## src/hdl/fpll_pkg.sv

```systemverilog
// fpll_pkg: shared constants, register codes and control structs of the data separator
`timescale 1ns / 1ps

package fpll_pkg;

  // default module parameters
  localparam int FRAC_BITS_DEF      = 8;
  localparam int MAX_CELLS_DEF      = 64;
  localparam int INTERVAL_WIDTH_DEF = 16;

  // fixed field widths
  localparam int CP_W        = 24;  // clock period and its bounds
  localparam int GAIN_W      = 16;  // Q0.16 gains, Q4.12 scale
  localparam int CFG_W       = 24;  // widest register
  localparam int CFG_IDX_W   = 3;
  localparam int ZR_W        = 3;
  localparam int GOOD_W      = 9;
  localparam int SCALE_FRAC  = 12;  // fraction bits of the interval scale factor

  localparam int DAMP_ONE    = 1 << GAIN_W;  // 1.0 in Q0.16
  localparam int ZR_SAT      = 4;
  localparam int ZR_SYNC_MAX = 3;
  localparam int GOOD_SAT    = 256;

  // register indexes
  localparam logic [CFG_IDX_W-1:0] CFG_CLOCK_CENTRE = 3'd0;
  localparam logic [CFG_IDX_W-1:0] CFG_CLOCK_MIN    = 3'd1;
  localparam logic [CFG_IDX_W-1:0] CFG_CLOCK_MAX    = 3'd2;
  localparam logic [CFG_IDX_W-1:0] CFG_FREQ_GAIN    = 3'd3;
  localparam logic [CFG_IDX_W-1:0] CFG_DAMP_GAIN    = 3'd4;
  localparam logic [CFG_IDX_W-1:0] CFG_SCALE_FACTOR = 3'd5;

  // register reset values
  localparam logic [CP_W-1:0]   RST_CLOCK_CENTRE = 24'd12288;
  localparam logic [CP_W-1:0]   RST_CLOCK_MIN    = 24'd11674;
  localparam logic [CP_W-1:0]   RST_CLOCK_MAX    = 24'd12902;
  localparam logic [GAIN_W-1:0] RST_FREQ_GAIN    = 16'd3277;
  localparam logic [GAIN_W-1:0] RST_DAMP_GAIN    = 16'd49152;
  localparam logic [GAIN_W-1:0] RST_SCALE_FACTOR = 16'd4096;

  // controller to datapath
  typedef struct packed {
    logic load;         // latch the accepted interval
    logic scale;        // interval times scale, cell cap
    logic sat;          // shift and saturate the scaled interval
    logic add;          // add to the phase, start the run
    logic push;         // move the pending bit to the output register
    logic clear_phase;  // run hit the cell cap
    logic cell_step;    // subtract one clock, classify the cell
    logic mul;          // pll products
    logic adj;          // clock correction sum, phase damping
    logic clamp;        // clamp the clock, finish the 1 cell
  } cmd_t;

  // datapath to controller
  typedef struct packed {
    logic cont;        // phase is at least half a clock
    logic n_full;      // cell cap reached
    logic is_zero;     // cell under subtraction is a 0
    logic pend_valid;  // a finished bit waits for its last flag
    logic out_free;    // output register can take an item
  } status_t;

endpackage

```

## src/hdl/fpll_channels.sv

```systemverilog
// fpll channel interfaces: flux interval input and decoded bit output
`timescale 1ns / 1ps

interface fpll_interval_if #(
  parameter int W = fpll_pkg::INTERVAL_WIDTH_DEF
) ();
  logic         valid;
  logic         ready;
  logic [W-1:0] interval_ticks;

  modport source (output valid, output interval_ticks, input ready);
  modport sink   (input valid, input interval_ticks, output ready);
endinterface

interface fpll_bit_if ();
  logic valid;
  logic ready;
  logic bit_value;
  logic last;
  logic sync_lost;

  modport source (output valid, output bit_value, output last, output sync_lost, input ready);
  modport sink   (input valid, input bit_value, input last, input sync_lost, output ready);
endinterface

```

## src/hdl/fpll_ctrl.sv

```systemverilog
// fpll_ctrl: sequencer for one interval's run of bit cells
`timescale 1ns / 1ps

module fpll_ctrl (
  input  logic              clk,
  input  logic              rst,
  input  logic              in_valid,
  output logic              in_ready,
  input  fpll_pkg::status_t st,
  output fpll_pkg::cmd_t    cmd
);

  typedef enum logic [3:0] {
    ST_IDLE,
    ST_SCALE,
    ST_SAT,
    ST_ADD,
    ST_TEST,
    ST_CELL,
    ST_MUL,
    ST_ADJ,
    ST_CLAMP
  } state_t;

  state_t state;
  state_t state_next;
  logic   test_go;
  logic   more;

  assign in_ready = (state == ST_IDLE);
  // test can proceed once any pending bit has a place to go
  assign test_go  = !st.pend_valid || st.out_free;
  assign more     = st.cont && !st.n_full;

  // command decode
  always_comb begin
    cmd             = '0;
    cmd.load        = in_valid && in_ready;
    cmd.scale       = (state == ST_SCALE);
    cmd.sat         = (state == ST_SAT);
    cmd.add         = (state == ST_ADD);
    cmd.push        = (state == ST_TEST) && st.pend_valid && st.out_free;
    cmd.clear_phase = (state == ST_TEST) && test_go && st.cont && st.n_full;
    cmd.cell_step   = (state == ST_CELL);
    cmd.mul         = (state == ST_MUL);
    cmd.adj         = (state == ST_ADJ);
    cmd.clamp       = (state == ST_CLAMP);
  end

  // next state
  always_comb begin
    state_next = state;
    case (state)
      ST_IDLE:  if (in_valid) state_next = ST_SCALE;
      ST_SCALE: state_next = ST_SAT;
      ST_SAT:   state_next = ST_ADD;
      ST_ADD:   state_next = ST_TEST;
      ST_TEST: begin
        if (test_go) state_next = more ? ST_CELL : ST_IDLE;
      end
      ST_CELL:  state_next = st.is_zero ? ST_TEST : ST_MUL;
      ST_MUL:   state_next = ST_ADJ;
      ST_ADJ:   state_next = ST_CLAMP;
      ST_CLAMP: state_next = ST_TEST;
      default:  state_next = ST_IDLE;
    endcase
  end

  // state register
  always_ff @(posedge clk) begin
    if (rst) begin
      state <= ST_IDLE;
    end else begin
      state <= state_next;
    end
  end

endmodule

```

## src/hdl/fpll_datapath.sv

```systemverilog
// fpll_datapath: registers, phase accumulator, pll arithmetic and output register
`timescale 1ns / 1ps

module fpll_datapath #(
  parameter int FRAC_BITS      = fpll_pkg::FRAC_BITS_DEF,
  parameter int MAX_CELLS      = fpll_pkg::MAX_CELLS_DEF,
  parameter int INTERVAL_WIDTH = fpll_pkg::INTERVAL_WIDTH_DEF
) (
  input  logic                           clk,
  input  logic                           rst,
  input  fpll_pkg::cmd_t                 cmd,
  output fpll_pkg::status_t              st,
  input  logic [INTERVAL_WIDTH-1:0]      in_ticks,
  input  logic                           cfg_we,
  input  logic [fpll_pkg::CFG_IDX_W-1:0] cfg_index,
  input  logic [fpll_pkg::CFG_W-1:0]     cfg_data,
  input  logic                           out_ready,
  output logic                           out_valid,
  output logic                           out_bit,
  output logic                           out_last,
  output logic                           out_lost
);

  localparam int CP_W    = fpll_pkg::CP_W;
  localparam int GAIN_W  = fpll_pkg::GAIN_W;
  localparam int MC_W    = $clog2(MAX_CELLS);
  localparam int CAP_W   = CP_W + MC_W;
  localparam int PH_W    = CAP_W + 2;
  localparam int N_W     = $clog2(MAX_CELLS + 1);
  localparam int PRD_W   = INTERVAL_WIDTH + GAIN_W;
  localparam int SW      = PRD_W + FRAC_BITS;
  localparam int CMP_W   = (SW > CAP_W) ? SW : CAP_W;
  localparam int MI_W    = CP_W + 1;
  localparam int CORR_W  = MI_W + GAIN_W + 1;
  localparam int DAMP_W  = MI_W + GAIN_W + 2;
  localparam int SUM_W   = CP_W + 3;

  // configuration registers
  logic [CP_W-1:0]   clock_centre;
  logic [CP_W-1:0]   clock_min;
  logic [CP_W-1:0]   clock_max;
  logic [GAIN_W-1:0] freq_gain;
  logic [GAIN_W-1:0] damp_gain;
  logic [GAIN_W-1:0] scale_factor;

  // loop state
  logic [CP_W-1:0]                     clock_period;
  logic signed [PH_W-1:0]              phase_accum;
  logic [fpll_pkg::ZR_W-1:0]           zero_run;
  logic [fpll_pkg::GOOD_W-1:0]         good_bit_count;
  logic [N_W-1:0]                      cell_count;
  logic                                pend_valid;
  logic                                pend_bit;
  logic                                pend_lost;

  // working registers
  logic [INTERVAL_WIDTH-1:0]  ticks;
  logic [PRD_W-1:0]           prod;
  logic [CAP_W-1:0]           cap;
  logic [CAP_W-1:0]           scaled;
  logic signed [CORR_W-1:0]   prod_corr;
  logic signed [DAMP_W-1:0]   prod_damp;
  logic signed [SUM_W-1:0]    cp_sum;

  // combinational helpers
  logic [SW-1:0]              sc_wide;
  logic [CMP_W-1:0]           sc_cmp;
  logic [CMP_W-1:0]           cap_cmp;
  logic signed [PH_W+1:0]     cp_ext;
  logic signed [PH_W+1:0]     ph2;
  logic signed [PH_W+1:0]     dph;
  logic signed [PH_W+1:0]     dph2;
  logic signed [MI_W-1:0]     phase_s;
  logic signed [MI_W-1:0]     centre_diff;
  logic signed [MI_W-1:0]     corr_src;
  logic signed [GAIN_W:0]     adj_s;
  logic [GAIN_W:0]            damp_k;
  logic signed [GAIN_W+1:0]   damp_s;
  logic                       in_sync;
  logic signed [CORR_W-1:0]   corr_sh;
  logic [DAMP_W-1:0]          damp_bias;
  logic signed [DAMP_W-1:0]   damp_rt;
  logic signed [DAMP_W-1:0]   damp_sh;
  logic signed [SUM_W-1:0]    min_s;
  logic signed [SUM_W-1:0]    max_s;
  logic signed [SUM_W-1:0]    lo_clip;
  logic signed [SUM_W-1:0]    hi_clip;
  logic [fpll_pkg::GOOD_W-1:0] good_inc;

  // scaled interval, shifted into clock units and limited to the cell cap
  assign sc_wide = (SW'(prod) << FRAC_BITS) >> fpll_pkg::SCALE_FRAC;
  assign sc_cmp  = CMP_W'(sc_wide);
  assign cap_cmp = CMP_W'(cap);

  // half-clock tests: on the phase, and on the phase less one clock
  assign cp_ext = $signed((PH_W + 2)'(clock_period));
  assign ph2    = (PH_W + 2)'(phase_accum) <<< 1;
  assign dph    = (PH_W + 2)'(phase_accum) - cp_ext;
  assign dph2   = dph <<< 1;

  // pll operands; the phase after a 1 is within half a clock
  assign phase_s     = $signed(phase_accum[MI_W-1:0]);
  assign centre_diff = $signed(MI_W'(clock_centre)) - $signed(MI_W'(clock_period));
  assign in_sync     = (zero_run <= fpll_pkg::ZR_W'(fpll_pkg::ZR_SYNC_MAX));
  assign corr_src    = in_sync ? phase_s : centre_diff;
  assign adj_s       = $signed({1'b0, freq_gain});
  assign damp_k      = (GAIN_W + 1)'(fpll_pkg::DAMP_ONE) - (GAIN_W + 1)'(damp_gain);
  assign damp_s      = $signed({1'b0, damp_k});

  // floor for the correction, toward zero for the damping
  assign corr_sh   = prod_corr >>> GAIN_W;
  assign damp_bias = prod_damp[DAMP_W-1] ? DAMP_W'(fpll_pkg::DAMP_ONE - 1) : '0;
  assign damp_rt   = prod_damp + $signed(damp_bias);
  assign damp_sh   = damp_rt >>> GAIN_W;

  // clamp, min first then max
  assign min_s   = $signed(SUM_W'(clock_min));
  assign max_s   = $signed(SUM_W'(clock_max));
  assign lo_clip = (cp_sum < min_s) ? min_s : cp_sum;
  assign hi_clip = (lo_clip > max_s) ? max_s : lo_clip;

  assign good_inc = (good_bit_count < fpll_pkg::GOOD_W'(fpll_pkg::GOOD_SAT)) ?
                    good_bit_count + 1'b1 : good_bit_count;

  // status
  assign st.cont       = (ph2 >= cp_ext);
  assign st.n_full     = (cell_count == N_W'(MAX_CELLS));
  assign st.is_zero    = (dph2 >= cp_ext);
  assign st.pend_valid = pend_valid;
  assign st.out_free   = !out_valid || out_ready;

  // arithmetic working registers
  always_ff @(posedge clk) begin
    if (cmd.load) ticks <= in_ticks;
    if (cmd.scale) begin
      prod <= PRD_W'(ticks) * PRD_W'(scale_factor);
      cap  <= CAP_W'(clock_period) * CAP_W'(MAX_CELLS - 1);
    end
    if (cmd.sat) scaled <= (sc_cmp > cap_cmp) ? cap : CAP_W'(sc_cmp);
    if (cmd.mul) begin
      prod_corr <= CORR_W'(corr_src) * CORR_W'(adj_s);
      prod_damp <= DAMP_W'(phase_s) * DAMP_W'(damp_s);
    end
    if (cmd.adj) cp_sum <= $signed(SUM_W'(clock_period)) + SUM_W'(corr_sh);
  end

  // pending bit payload
  always_ff @(posedge clk) begin
    if (cmd.cell_step && st.is_zero) begin
      pend_bit  <= 1'b0;
      pend_lost <= 1'b0;
    end
    if (cmd.mul) begin
      pend_bit  <= 1'b1;
      pend_lost <= !in_sync && (good_bit_count >= fpll_pkg::GOOD_W'(fpll_pkg::GOOD_SAT));
    end
  end

  // loop state and configuration
  always_ff @(posedge clk) begin
    if (rst) begin
      clock_centre   <= fpll_pkg::RST_CLOCK_CENTRE;
      clock_min      <= fpll_pkg::RST_CLOCK_MIN;
      clock_max      <= fpll_pkg::RST_CLOCK_MAX;
      freq_gain      <= fpll_pkg::RST_FREQ_GAIN;
      damp_gain      <= fpll_pkg::RST_DAMP_GAIN;
      scale_factor   <= fpll_pkg::RST_SCALE_FACTOR;
      clock_period   <= fpll_pkg::RST_CLOCK_CENTRE;
      phase_accum    <= '0;
      zero_run       <= '0;
      good_bit_count <= '0;
      cell_count     <= '0;
      pend_valid     <= 1'b0;
    end else begin
      // start of a run
      if (cmd.add) begin
        phase_accum <= phase_accum + $signed(PH_W'(scaled));
        zero_run    <= '0;
        cell_count  <= '0;
        pend_valid  <= 1'b0;
      end
      if (cmd.push) pend_valid <= 1'b0;
      if (cmd.clear_phase) phase_accum <= '0;
      // one clock subtracted; a 0 cell finishes here
      if (cmd.cell_step) begin
        phase_accum <= PH_W'(dph);
        if (st.is_zero) begin
          if (zero_run < fpll_pkg::ZR_W'(fpll_pkg::ZR_SAT)) zero_run <= zero_run + 1'b1;
          good_bit_count <= good_inc;
          cell_count     <= cell_count + 1'b1;
          pend_valid     <= 1'b1;
        end
      end
      // a 1 cell: good count restarts on sync loss
      if (cmd.mul) begin
        good_bit_count <= in_sync ? good_inc : fpll_pkg::GOOD_W'(1);
      end
      if (cmd.adj) phase_accum <= PH_W'(damp_sh);
      if (cmd.clamp) begin
        clock_period <= CP_W'(hi_clip);
        cell_count   <= cell_count + 1'b1;
        pend_valid   <= 1'b1;
      end
      // register writes must arrive only while idle; the block does not enforce it
      if (cfg_we) begin
        case (cfg_index)
          fpll_pkg::CFG_CLOCK_CENTRE: begin
            clock_centre <= cfg_data;
            clock_period <= cfg_data;
          end
          fpll_pkg::CFG_CLOCK_MIN:    clock_min    <= cfg_data;
          fpll_pkg::CFG_CLOCK_MAX:    clock_max    <= cfg_data;
          fpll_pkg::CFG_FREQ_GAIN:    freq_gain    <= cfg_data[GAIN_W-1:0];
          fpll_pkg::CFG_DAMP_GAIN:    damp_gain    <= cfg_data[GAIN_W-1:0];
          fpll_pkg::CFG_SCALE_FACTOR: scale_factor <= cfg_data[GAIN_W-1:0];
          default: ;
        endcase
      end
    end
  end

  // output register; last is known once the next half-clock test is done
  always_ff @(posedge clk) begin
    if (rst) begin
      out_valid <= 1'b0;
    end else if (cmd.push) begin
      out_valid <= 1'b1;
    end else if (out_ready) begin
      out_valid <= 1'b0;
    end
  end

  always_ff @(posedge clk) begin
    if (cmd.push) begin
      out_bit  <= pend_bit;
      out_last <= !(st.cont && !st.n_full);
      out_lost <= pend_lost;
    end
  end

endmodule

```

## src/hdl/flux_pll_data_separator.sv

```systemverilog
// flux_pll_data_separator: top level of the digital pll data separator
`timescale 1ns / 1ps

// Each accepted flux interval is scaled into clock units and added to the
// phase accumulator, then bit cells are clocked out one at a time on the
// bits channel, the final one of the interval marked last; an interval too
// short to reach half a clock yields no item. An interval goes through setup
// (scale, saturate, add, first half-clock test), then each 0 cell takes a
// subtract and a test, and each 1 cell a subtract, the pll multiply stage,
// correction and damping, clamp and a test; a test waits while a finished
// bit cannot enter the output register because the bits channel stalls.
// The datapath has a single subtract/compare path and one multiply stage.
// After a run the block returns to idle, where the next interval is taken.
// A new interval is taken only when the previous one's run is complete,
// while its last item may still wait in the output register. Registers are
// written through cfg_we, cfg_index and cfg_data while no interval is in
// progress (the user must keep to this; the block does not enforce it);
// writing clock_centre also reloads the working clock period.

module flux_pll_data_separator #(
  parameter int FRAC_BITS      = fpll_pkg::FRAC_BITS_DEF,
  parameter int MAX_CELLS      = fpll_pkg::MAX_CELLS_DEF,
  parameter int INTERVAL_WIDTH = fpll_pkg::INTERVAL_WIDTH_DEF
) (
  input  logic                           clk,
  input  logic                           rst,
  fpll_interval_if.sink                  intervals,
  fpll_bit_if.source                     bits,
  input  logic                           cfg_we,
  input  logic [fpll_pkg::CFG_IDX_W-1:0] cfg_index,
  input  logic [fpll_pkg::CFG_W-1:0]     cfg_data
);

  fpll_pkg::cmd_t    cmd;
  fpll_pkg::status_t st;

  // sequencer
  fpll_ctrl u_ctrl (
    .clk      (clk),
    .rst      (rst),
    .in_valid (intervals.valid),
    .in_ready (intervals.ready),
    .st       (st),
    .cmd      (cmd)
  );

  // arithmetic and storage
  fpll_datapath #(
    .FRAC_BITS      (FRAC_BITS),
    .MAX_CELLS      (MAX_CELLS),
    .INTERVAL_WIDTH (INTERVAL_WIDTH)
  ) u_dp (
    .clk       (clk),
    .rst       (rst),
    .cmd       (cmd),
    .st        (st),
    .in_ticks  (intervals.interval_ticks),
    .cfg_we    (cfg_we),
    .cfg_index (cfg_index),
    .cfg_data  (cfg_data),
    .out_ready (bits.ready),
    .out_valid (bits.valid),
    .out_bit   (bits.bit_value),
    .out_last  (bits.last),
    .out_lost  (bits.sync_lost)
  );

endmodule

```

## src/flat_wrapper.sv

```systemverilog
// flat-port wrapper written by rule: the top's interface ports become plain ports
module flux_pll_data_separator_flat 
#(
  parameter int FRAC_BITS      = fpll_pkg::FRAC_BITS_DEF,
  parameter int MAX_CELLS      = fpll_pkg::MAX_CELLS_DEF,
  parameter int INTERVAL_WIDTH = fpll_pkg::INTERVAL_WIDTH_DEF
)
  (clk, rst, cfg_we, cfg_index, cfg_data, intervals_valid, intervals_interval_ticks, intervals_ready, bits_valid, bits_bit_value, bits_last, bits_sync_lost, bits_ready);
  fpll_interval_if #(.W((fpll_pkg::INTERVAL_WIDTH_DEF))) intervals_i ();
  fpll_bit_if bits_i ();
  input  logic clk;
  input  logic rst;
  input  logic cfg_we;
  input  logic [fpll_pkg::CFG_IDX_W-1:0] cfg_index;
  input  logic [fpll_pkg::CFG_W-1:0] cfg_data;
  input wire logic [$bits(intervals_i.valid)-1:0] intervals_valid;
  input wire logic [$bits(intervals_i.interval_ticks)-1:0] intervals_interval_ticks;
  output wire logic [$bits(intervals_i.ready)-1:0] intervals_ready;
  output wire logic [$bits(bits_i.valid)-1:0] bits_valid;
  output wire logic [$bits(bits_i.bit_value)-1:0] bits_bit_value;
  output wire logic [$bits(bits_i.last)-1:0] bits_last;
  output wire logic [$bits(bits_i.sync_lost)-1:0] bits_sync_lost;
  input wire logic [$bits(bits_i.ready)-1:0] bits_ready;
  assign intervals_i.valid = intervals_valid;
  assign intervals_i.interval_ticks = intervals_interval_ticks;
  assign intervals_ready = intervals_i.ready;
  assign bits_valid = bits_i.valid;
  assign bits_bit_value = bits_i.bit_value;
  assign bits_last = bits_i.last;
  assign bits_sync_lost = bits_i.sync_lost;
  assign bits_i.ready = bits_ready;
  flux_pll_data_separator #(.FRAC_BITS(FRAC_BITS), .MAX_CELLS(MAX_CELLS), .INTERVAL_WIDTH(INTERVAL_WIDTH)) u_core (.clk(clk), .rst(rst), .intervals(intervals_i), .bits(bits_i), .cfg_we(cfg_we), .cfg_index(cfg_index), .cfg_data(cfg_data));
endmodule
```

## config.mk

```make
export PLATFORM = sky130hd
export DESIGN_NAME = flux_pll_data_separator_flat
export DESIGN_NICKNAME = d
export VERILOG_FILES = /design/src/hdl/fpll_pkg.sv /design/src/hdl/fpll_channels.sv /design/src/hdl/fpll_ctrl.sv /design/src/hdl/fpll_datapath.sv /design/src/hdl/flux_pll_data_separator.sv /design/src/flat_wrapper.sv
export SDC_FILE = /design/constraint.sdc
export NUM_CORES = 2
export LEC_CHECK = 0
export BUFFER_PORTS_ARGS = -buffer_cell sky130_fd_sc_hd__buf_2
export CORE_AREA = 2 2 404 406
export CTS_CLUSTER_DIAMETER = 100
export DETAILED_ROUTE_END_ITERATION = 12
export DIE_AREA = 0 0 406 408
export PLACE_DENSITY = 0.59
export SLEW_MARGIN = 20
export SYNTH_ARGS = -nofsm -noshare
export SYNTH_HDL_FRONTEND = slang
export SYNTH_SLANG_ARGS = --single-unit
```

## constraint.sdc

```tcl
create_clock -name clk -period 13.3 [get_ports clk]
set_clock_uncertainty 0.15 [all_clocks]
set_input_delay 0 -clock clk [delete_from_list [all_inputs] [get_ports clk]]
set_output_delay 0 -clock clk [all_outputs]
set_load 0.01 [all_outputs]
```

* Word-level counts from Yosys, hierarchy flattened
Index checks and enable logic that the tools add are counted. W data, S select, Z words.
Word-level totals: register bits 426, bits of input ports 48, output and inout bits 5, logic and storage cells 136
Cells by class: $add $sub $neg 9, multipliers 4, $lt $le $gt $ge 9, equality and inequality tests 16, muxes and demuxes 39, reductions and logical operators 32
Operators by type and width (number):
- $mux W32 | 4
- $mux W24 | 4
- $mux W9 | 5
- $add A43 B17 Y43 | 1
- $mul A25 B18 Y43 | 1
- $mul A25 B17 Y42 | 1
- $ge A34 B25 Y1 | 1
- $ge A33 B25 Y1 | 1
- $sub A32 B25 Y33 | 1
- $add A32 B31 Y32 | 1
- $mul A16 B16 Y32 | 1
- $pmux W4 S8 | 1
- $gt A28 B30 Y1 | 1
- $mul A24 B6 Y30 const B | 1
- $mux W28 | 1
- $mux W7 | 4
- $add A25 B26 Y27 | 1
- $gt A27 B25 Y1 | 1
- $lt A27 B25 Y1 | 1
- $mux W27 | 1
- $mux W25 | 1
- $sub A24 B24 Y25 | 1
- $sub A17 B16 Y17 const A | 1
- $eq A4 B3 Y1 const B | 4
- other kinds (29) | 69

* Depth between registers and ports, before layout
word-level depth 9, mapped depth 39, mapped depth without buffers 38

* Modules after synthesis
Synthesis repeated with hierarchy kept, for this count alone.
Unflattened totals: cell total of the unflattened synthesis 7307, area, all modules 65515.3 um^2
Modules (own cells, without submodules):
- fpll_datapath | times used 1, cells an instance 7267, area an instance 65212.5 um^2, seq. area each 10089.7 um^2
- fpll_ctrl | times used 1, cells an instance 40, area an instance 302.8 um^2, seq. area each 80.1 um^2

* Worst setup path before layout
OpenSTA, ideal clock, no wires.
path kind reg2reg, from register u_core.u_dp.clock_period[0], to register u_core.u_dp.prod_corr[41], data pin, library setup time 0.260 ns, data arrival time 9.296 ns, required time 12.890 ns, setup slack 3.594 ns, stages on the path, launching flop included 38, buffers on the path 1, clock period less this slack 9.706 ns, cell sequence dfxtp_1 -> ha_1 -> fa_1 -> nor2b_1 -> o21ai_0 -> a21boi_0 -> o21ai_0 -> a21oi_1 -> o2111ai_1 -> nand3_1 -> a31oi_1 -> o21a_1 -> o21a_1 -> o31ai_1 -> clkbuf_1 -> nand2_1 -> fa_1 -> fa_1 -> [2 not listed] -> fa_1 -> fa_1 -> inv_1 -> fa_1 -> inv_1 -> ha_1 -> nand4_1 -> nor2_1 -> o211a_1 -> a2111o_1 -> o211a_1 -> a311oi_2 -> nor3_1 -> o41a_1 -> a31o_1 -> a311o_1 -> a21oi_1 -> xnor2_1
On the way: word-level cells in the longest chain between the ends 3
Ends and longest elaborated chain:
- start: declaration | line fpll_datapath.sv:47 | logic [CP_W-1:0] clock_period;
- start signal: assignment | line fpll_datapath.sv:168 | clock_period <= fpll_pkg::RST_CLOCK_CENTRE;
- start signal: assignment | line fpll_datapath.sv:200 | clock_period <= CP_W'(hi_clip);
- start signal: assignment | line fpll_datapath.sv:209 | clock_period <= cfg_data;
- $sub A24 B24 Y25 | line fpll_datapath.sv:103 | assign centre_diff = $signed(MI_W'(clock_centre)) - $signed(MI_W'(clock_period));
- $mux W25 | line fpll_datapath.sv:105 | assign corr_src = in_sync ? phase_s : centre_diff;
- $mul A25 B17 Y42 | line fpll_datapath.sv:141 | prod_corr <= CORR_W'(corr_src) * CORR_W'(adj_s);
- end signal: assignment | line fpll_datapath.sv:141
- end: declaration | line fpll_datapath.sv:61 | logic signed [CORR_W-1:0] prod_corr;
No other way between the ends. A chain may end at the register's enable or synchronous reset.

* Worst setup path after layout
from register u_core.u_dp.clock_period[1], to register u_core.u_dp.prod_corr[41], data pin
The elaborated chain is that of the path after synthesis.

==> qor.yml <==
status: "finished, final reports clean"
irDropWorstVdd_mv: 0.0998
area_growth_pct: 8.18
grt.busiest_layer: "met2"
p_per_area_nw_per_um2: 70.9
slew_viol_final: 0
synth_edf_count: 204
cp_slowest_cell: "dfxtp_1"
criticalPathCategory: "reg -> reg"
ys_types: 70
drc: 0
cts-root-buf: "clkbuf_16"
pwr-share-seq_pct: 30.5
cp.arrival_ns: 11.02
antenna_found_initial: 5
synthFlopType: "edfxtp_1"
cts_buffer_depth: 3
fin_ws_ns: 2.52
dieArea_um2: 166000
routed_wl_mm: 176
p_int_w: 0.00302
layout_commonest_cell: "inv_1"
power.total_w: 0.00491
drtIter0Drc: 2845
numClockSinks: 406
max_freq_mhz: 92.8
rows: 148
syn_area_um2: 64100
cp-start-kind: "flip-flop"
rsz0062_at_grt: "false"
wire_per_inst_um: 18.9
finalSetupTns_ns: 0
p_leak_nw: 32.3
hold_violations: 0
path_common_cell: "fa_1"
core_um2: 162000
fin_crit_ns: 10.78
port_buffers: 52
grt_max_degree: 76
fin_crit_sh_pct: 81.1
end_kind: "flip-flop"
maxSlewHeadroom_pct: 27.6
ys_ff_latch: 406
syn_area_per_cell_um2: 8.99
hold_class: "in -> reg"
holdBufCountCts: 68
reg2reg_from: "u_core.u_dp.clock_period[1]$_SDFF_PP0_"
grt_pass1_wl_mm: 288
vias_per_cell: 5.17
clkPwrFrac_pct: 28.9
cts_setup_buffers: 0
maxCapViolCount: 0
ys_seq_area_share_pct: 15.9
synthCells: 7130
gp_congestion: 0.927
start_util_pct: 39.7
grt.overflow.total: 0
worstMarginPinSlew_ns: 1.06
ys.warnings.count: 0
cts_tree: "built"
dp_slack_ns: 2.54
setup_violations: 0
first_pass_iters: 5
io_pins: 53
dr_total_vias: 48229
hold_start: "cfg_data[23]"
fp.dieW_um: 406
async_flop_share_pct: 0
grt_pass1_vias: 51381
grt_use_met2_pct: 37.3
met3_usage_pct: 2.44
cts_buffers: 49
layout.cells.most_common_list: "1386 x inv_1, 1070 x fa_1, 1018 x nand2_1, 588 x ha_1, 440 x and2_1"
clk_pin_slew_ns: 0.06
ant_nets: 0
fin_nets: 8821
pwr-share-comb_pct: 40.5
clk_latency_ns: 0.65
switchingPower_w: 0.00190
drive_gt1_share_pct: 4.78
dp.final_hpwl_mm: 139
grtUsageMet1_pct: 29.2
crit_fanout: 16
p_sw_share_pct: 38.6
fill_cells: 15869
crit_required_ns: 13.54
startpoint: "u_core.u_dp.clock_period[1]$_SDFF_PP0_"
diodes: 0
cts_resized: 0
crit_path_max_incr_delay_ns: 0.59
htreeDepth: 2
die_h_um: 408
track_usage_pct: 21.9
## power by group through the flow
stage	Combinational, W	Sequential [W]	Clock [W]
2_1_floorplan	0.00144	0.00148	0
5_1_grt	0.00227	0.00151	0.00149
4_1_cts	0.00201	0.00150	0.00145
6_report	0.00199	0.00150	0.00142
3_5_place_dp	0.00197	0.00153	0
3_3_place_gp	0.00194	0.00152	0
## final timing paths
check                                      endpoint  slack (ns)  cells after the start
max             u_core.u_dp.prod_corr[41]$_DFFE_PP_        2.52                     37
min reg2reg          u_core.u_dp.out_lost$_DFFE_PP_        0.28                      0
max reg2reg     u_core.u_dp.prod_corr[41]$_DFFE_PP_        2.52                     37
min          u_core.u_dp.clock_max[23]$_SDFFE_PP0P_        0.06                      4
## layer usage
layer  share of wire (%)  routed length [um]
met5               0.029                  51
met4                 3.3                5770
met3                 5.0                8750
met2                  48               84800
met1                  44               76800
## synthesized netlist by cell type, drive strengths merged, types with 34 or more instances
| cell | number | area (um^2) |
|---|---|---|
| a21o | 116 | 871 |
| dfxtp | 202 | 4040 |
| nor2 | 244 | 916 |
| nand3 | 87 | 435 |
| o21a | 41 | 308 |
| o21ai | 166 | 831 |
| ha | 588 | 7360 |
| o211ai | 44 | 330 |
| clkbuf | 275 | 1030 |
| xor2 | 74 | 648 |
| edfxtp | 204 | 6130 |
| fa | 1070 | 21400 |
| nor3 | 85 | 425 |
| and2 | 443 | 2770 |
| nor2b | 44 | 275 |
| a21oi | 352 | 1760 |
| mux2 | 52 | 586 |
| inv | 1387 | 5210 |
| nand4 | 34 | 213 |
| xnor2 | 172 | 1510 |
| nand2b | 39 | 244 |
| a211oi | 37 | 278 |
| nand2 | 1018 | 3820 |
## kinds of logic (layout without fill, tap and decap cells)
kind of cell / after synthesis / count (layout) / synth area share, %
AOI/OAI and AO/OA: 970 / 970 / 9.55
xor gates and xnor gates: 246 / 246 / 3.36
adders and majority gates: 1658 / 1658 / 44.9
buffers and inverters: 1676 / 1701 / 9.82
DFF: 406 / 406 / 15.9
muxes: 55 / 55 / 0.960
other: 1 / 2 / 0.00585
and+or+nand+nor: 2118 / 2118 / 15.6
## state kept, by name, summed over array words and instances (netlist names), 26 cells and up
register and flops:
u_core.u_dp.cap 30, u_core.u_dp.prod 28, u_core.u_dp.phase_accum 32, u_core.u_dp.scaled 30, u_core.u_dp.prod_damp 43, u_core.u_dp.cp_sum 27
u_core.u_dp.prod_corr 26
## stage by stage
step	area [um^2]	util, %	std cells	hold WS (ns)
floorplan	64100	-	7131	-0.0511
global placement	67000	41.4	9171	0.0265
detailed placement	67000	41.4	9171	0.0281
CTS	69400	42.9	9331	0.0392
global route	69400	42.9	9331	0.0712
finish	69400	42.9	9331	0.0642
## layout make-up
type                       count  area (um^2)  share of cell area [%]
clock buffer                  67         1370                    1.98
multi-input combinational   5049        47900                    69.0
sequential                   406        10200                    14.7
inverter                    1387         5210                    7.51
timing repair buffer         222         1710                    2.47
clock inverter                25          313                   0.451
tap                         2175         2720                    3.92
## critical path, delay by kind of cell, from the launching register on
family | cells | cell delay, ns
AND/OR/NAND/NOR | 6 | 0.88
adder cells (fa/ha/maj) | 8 | 3.68
buffers and inverters | 5 | 0.46
multiplexers | 1 | 0.43
AO/OA/AOI/OAI | 15 | 4.13
flip-flops | 1 | 0.59
XOR/XNOR | 2 | 0.21
Power figures use the tool's default switching activity.
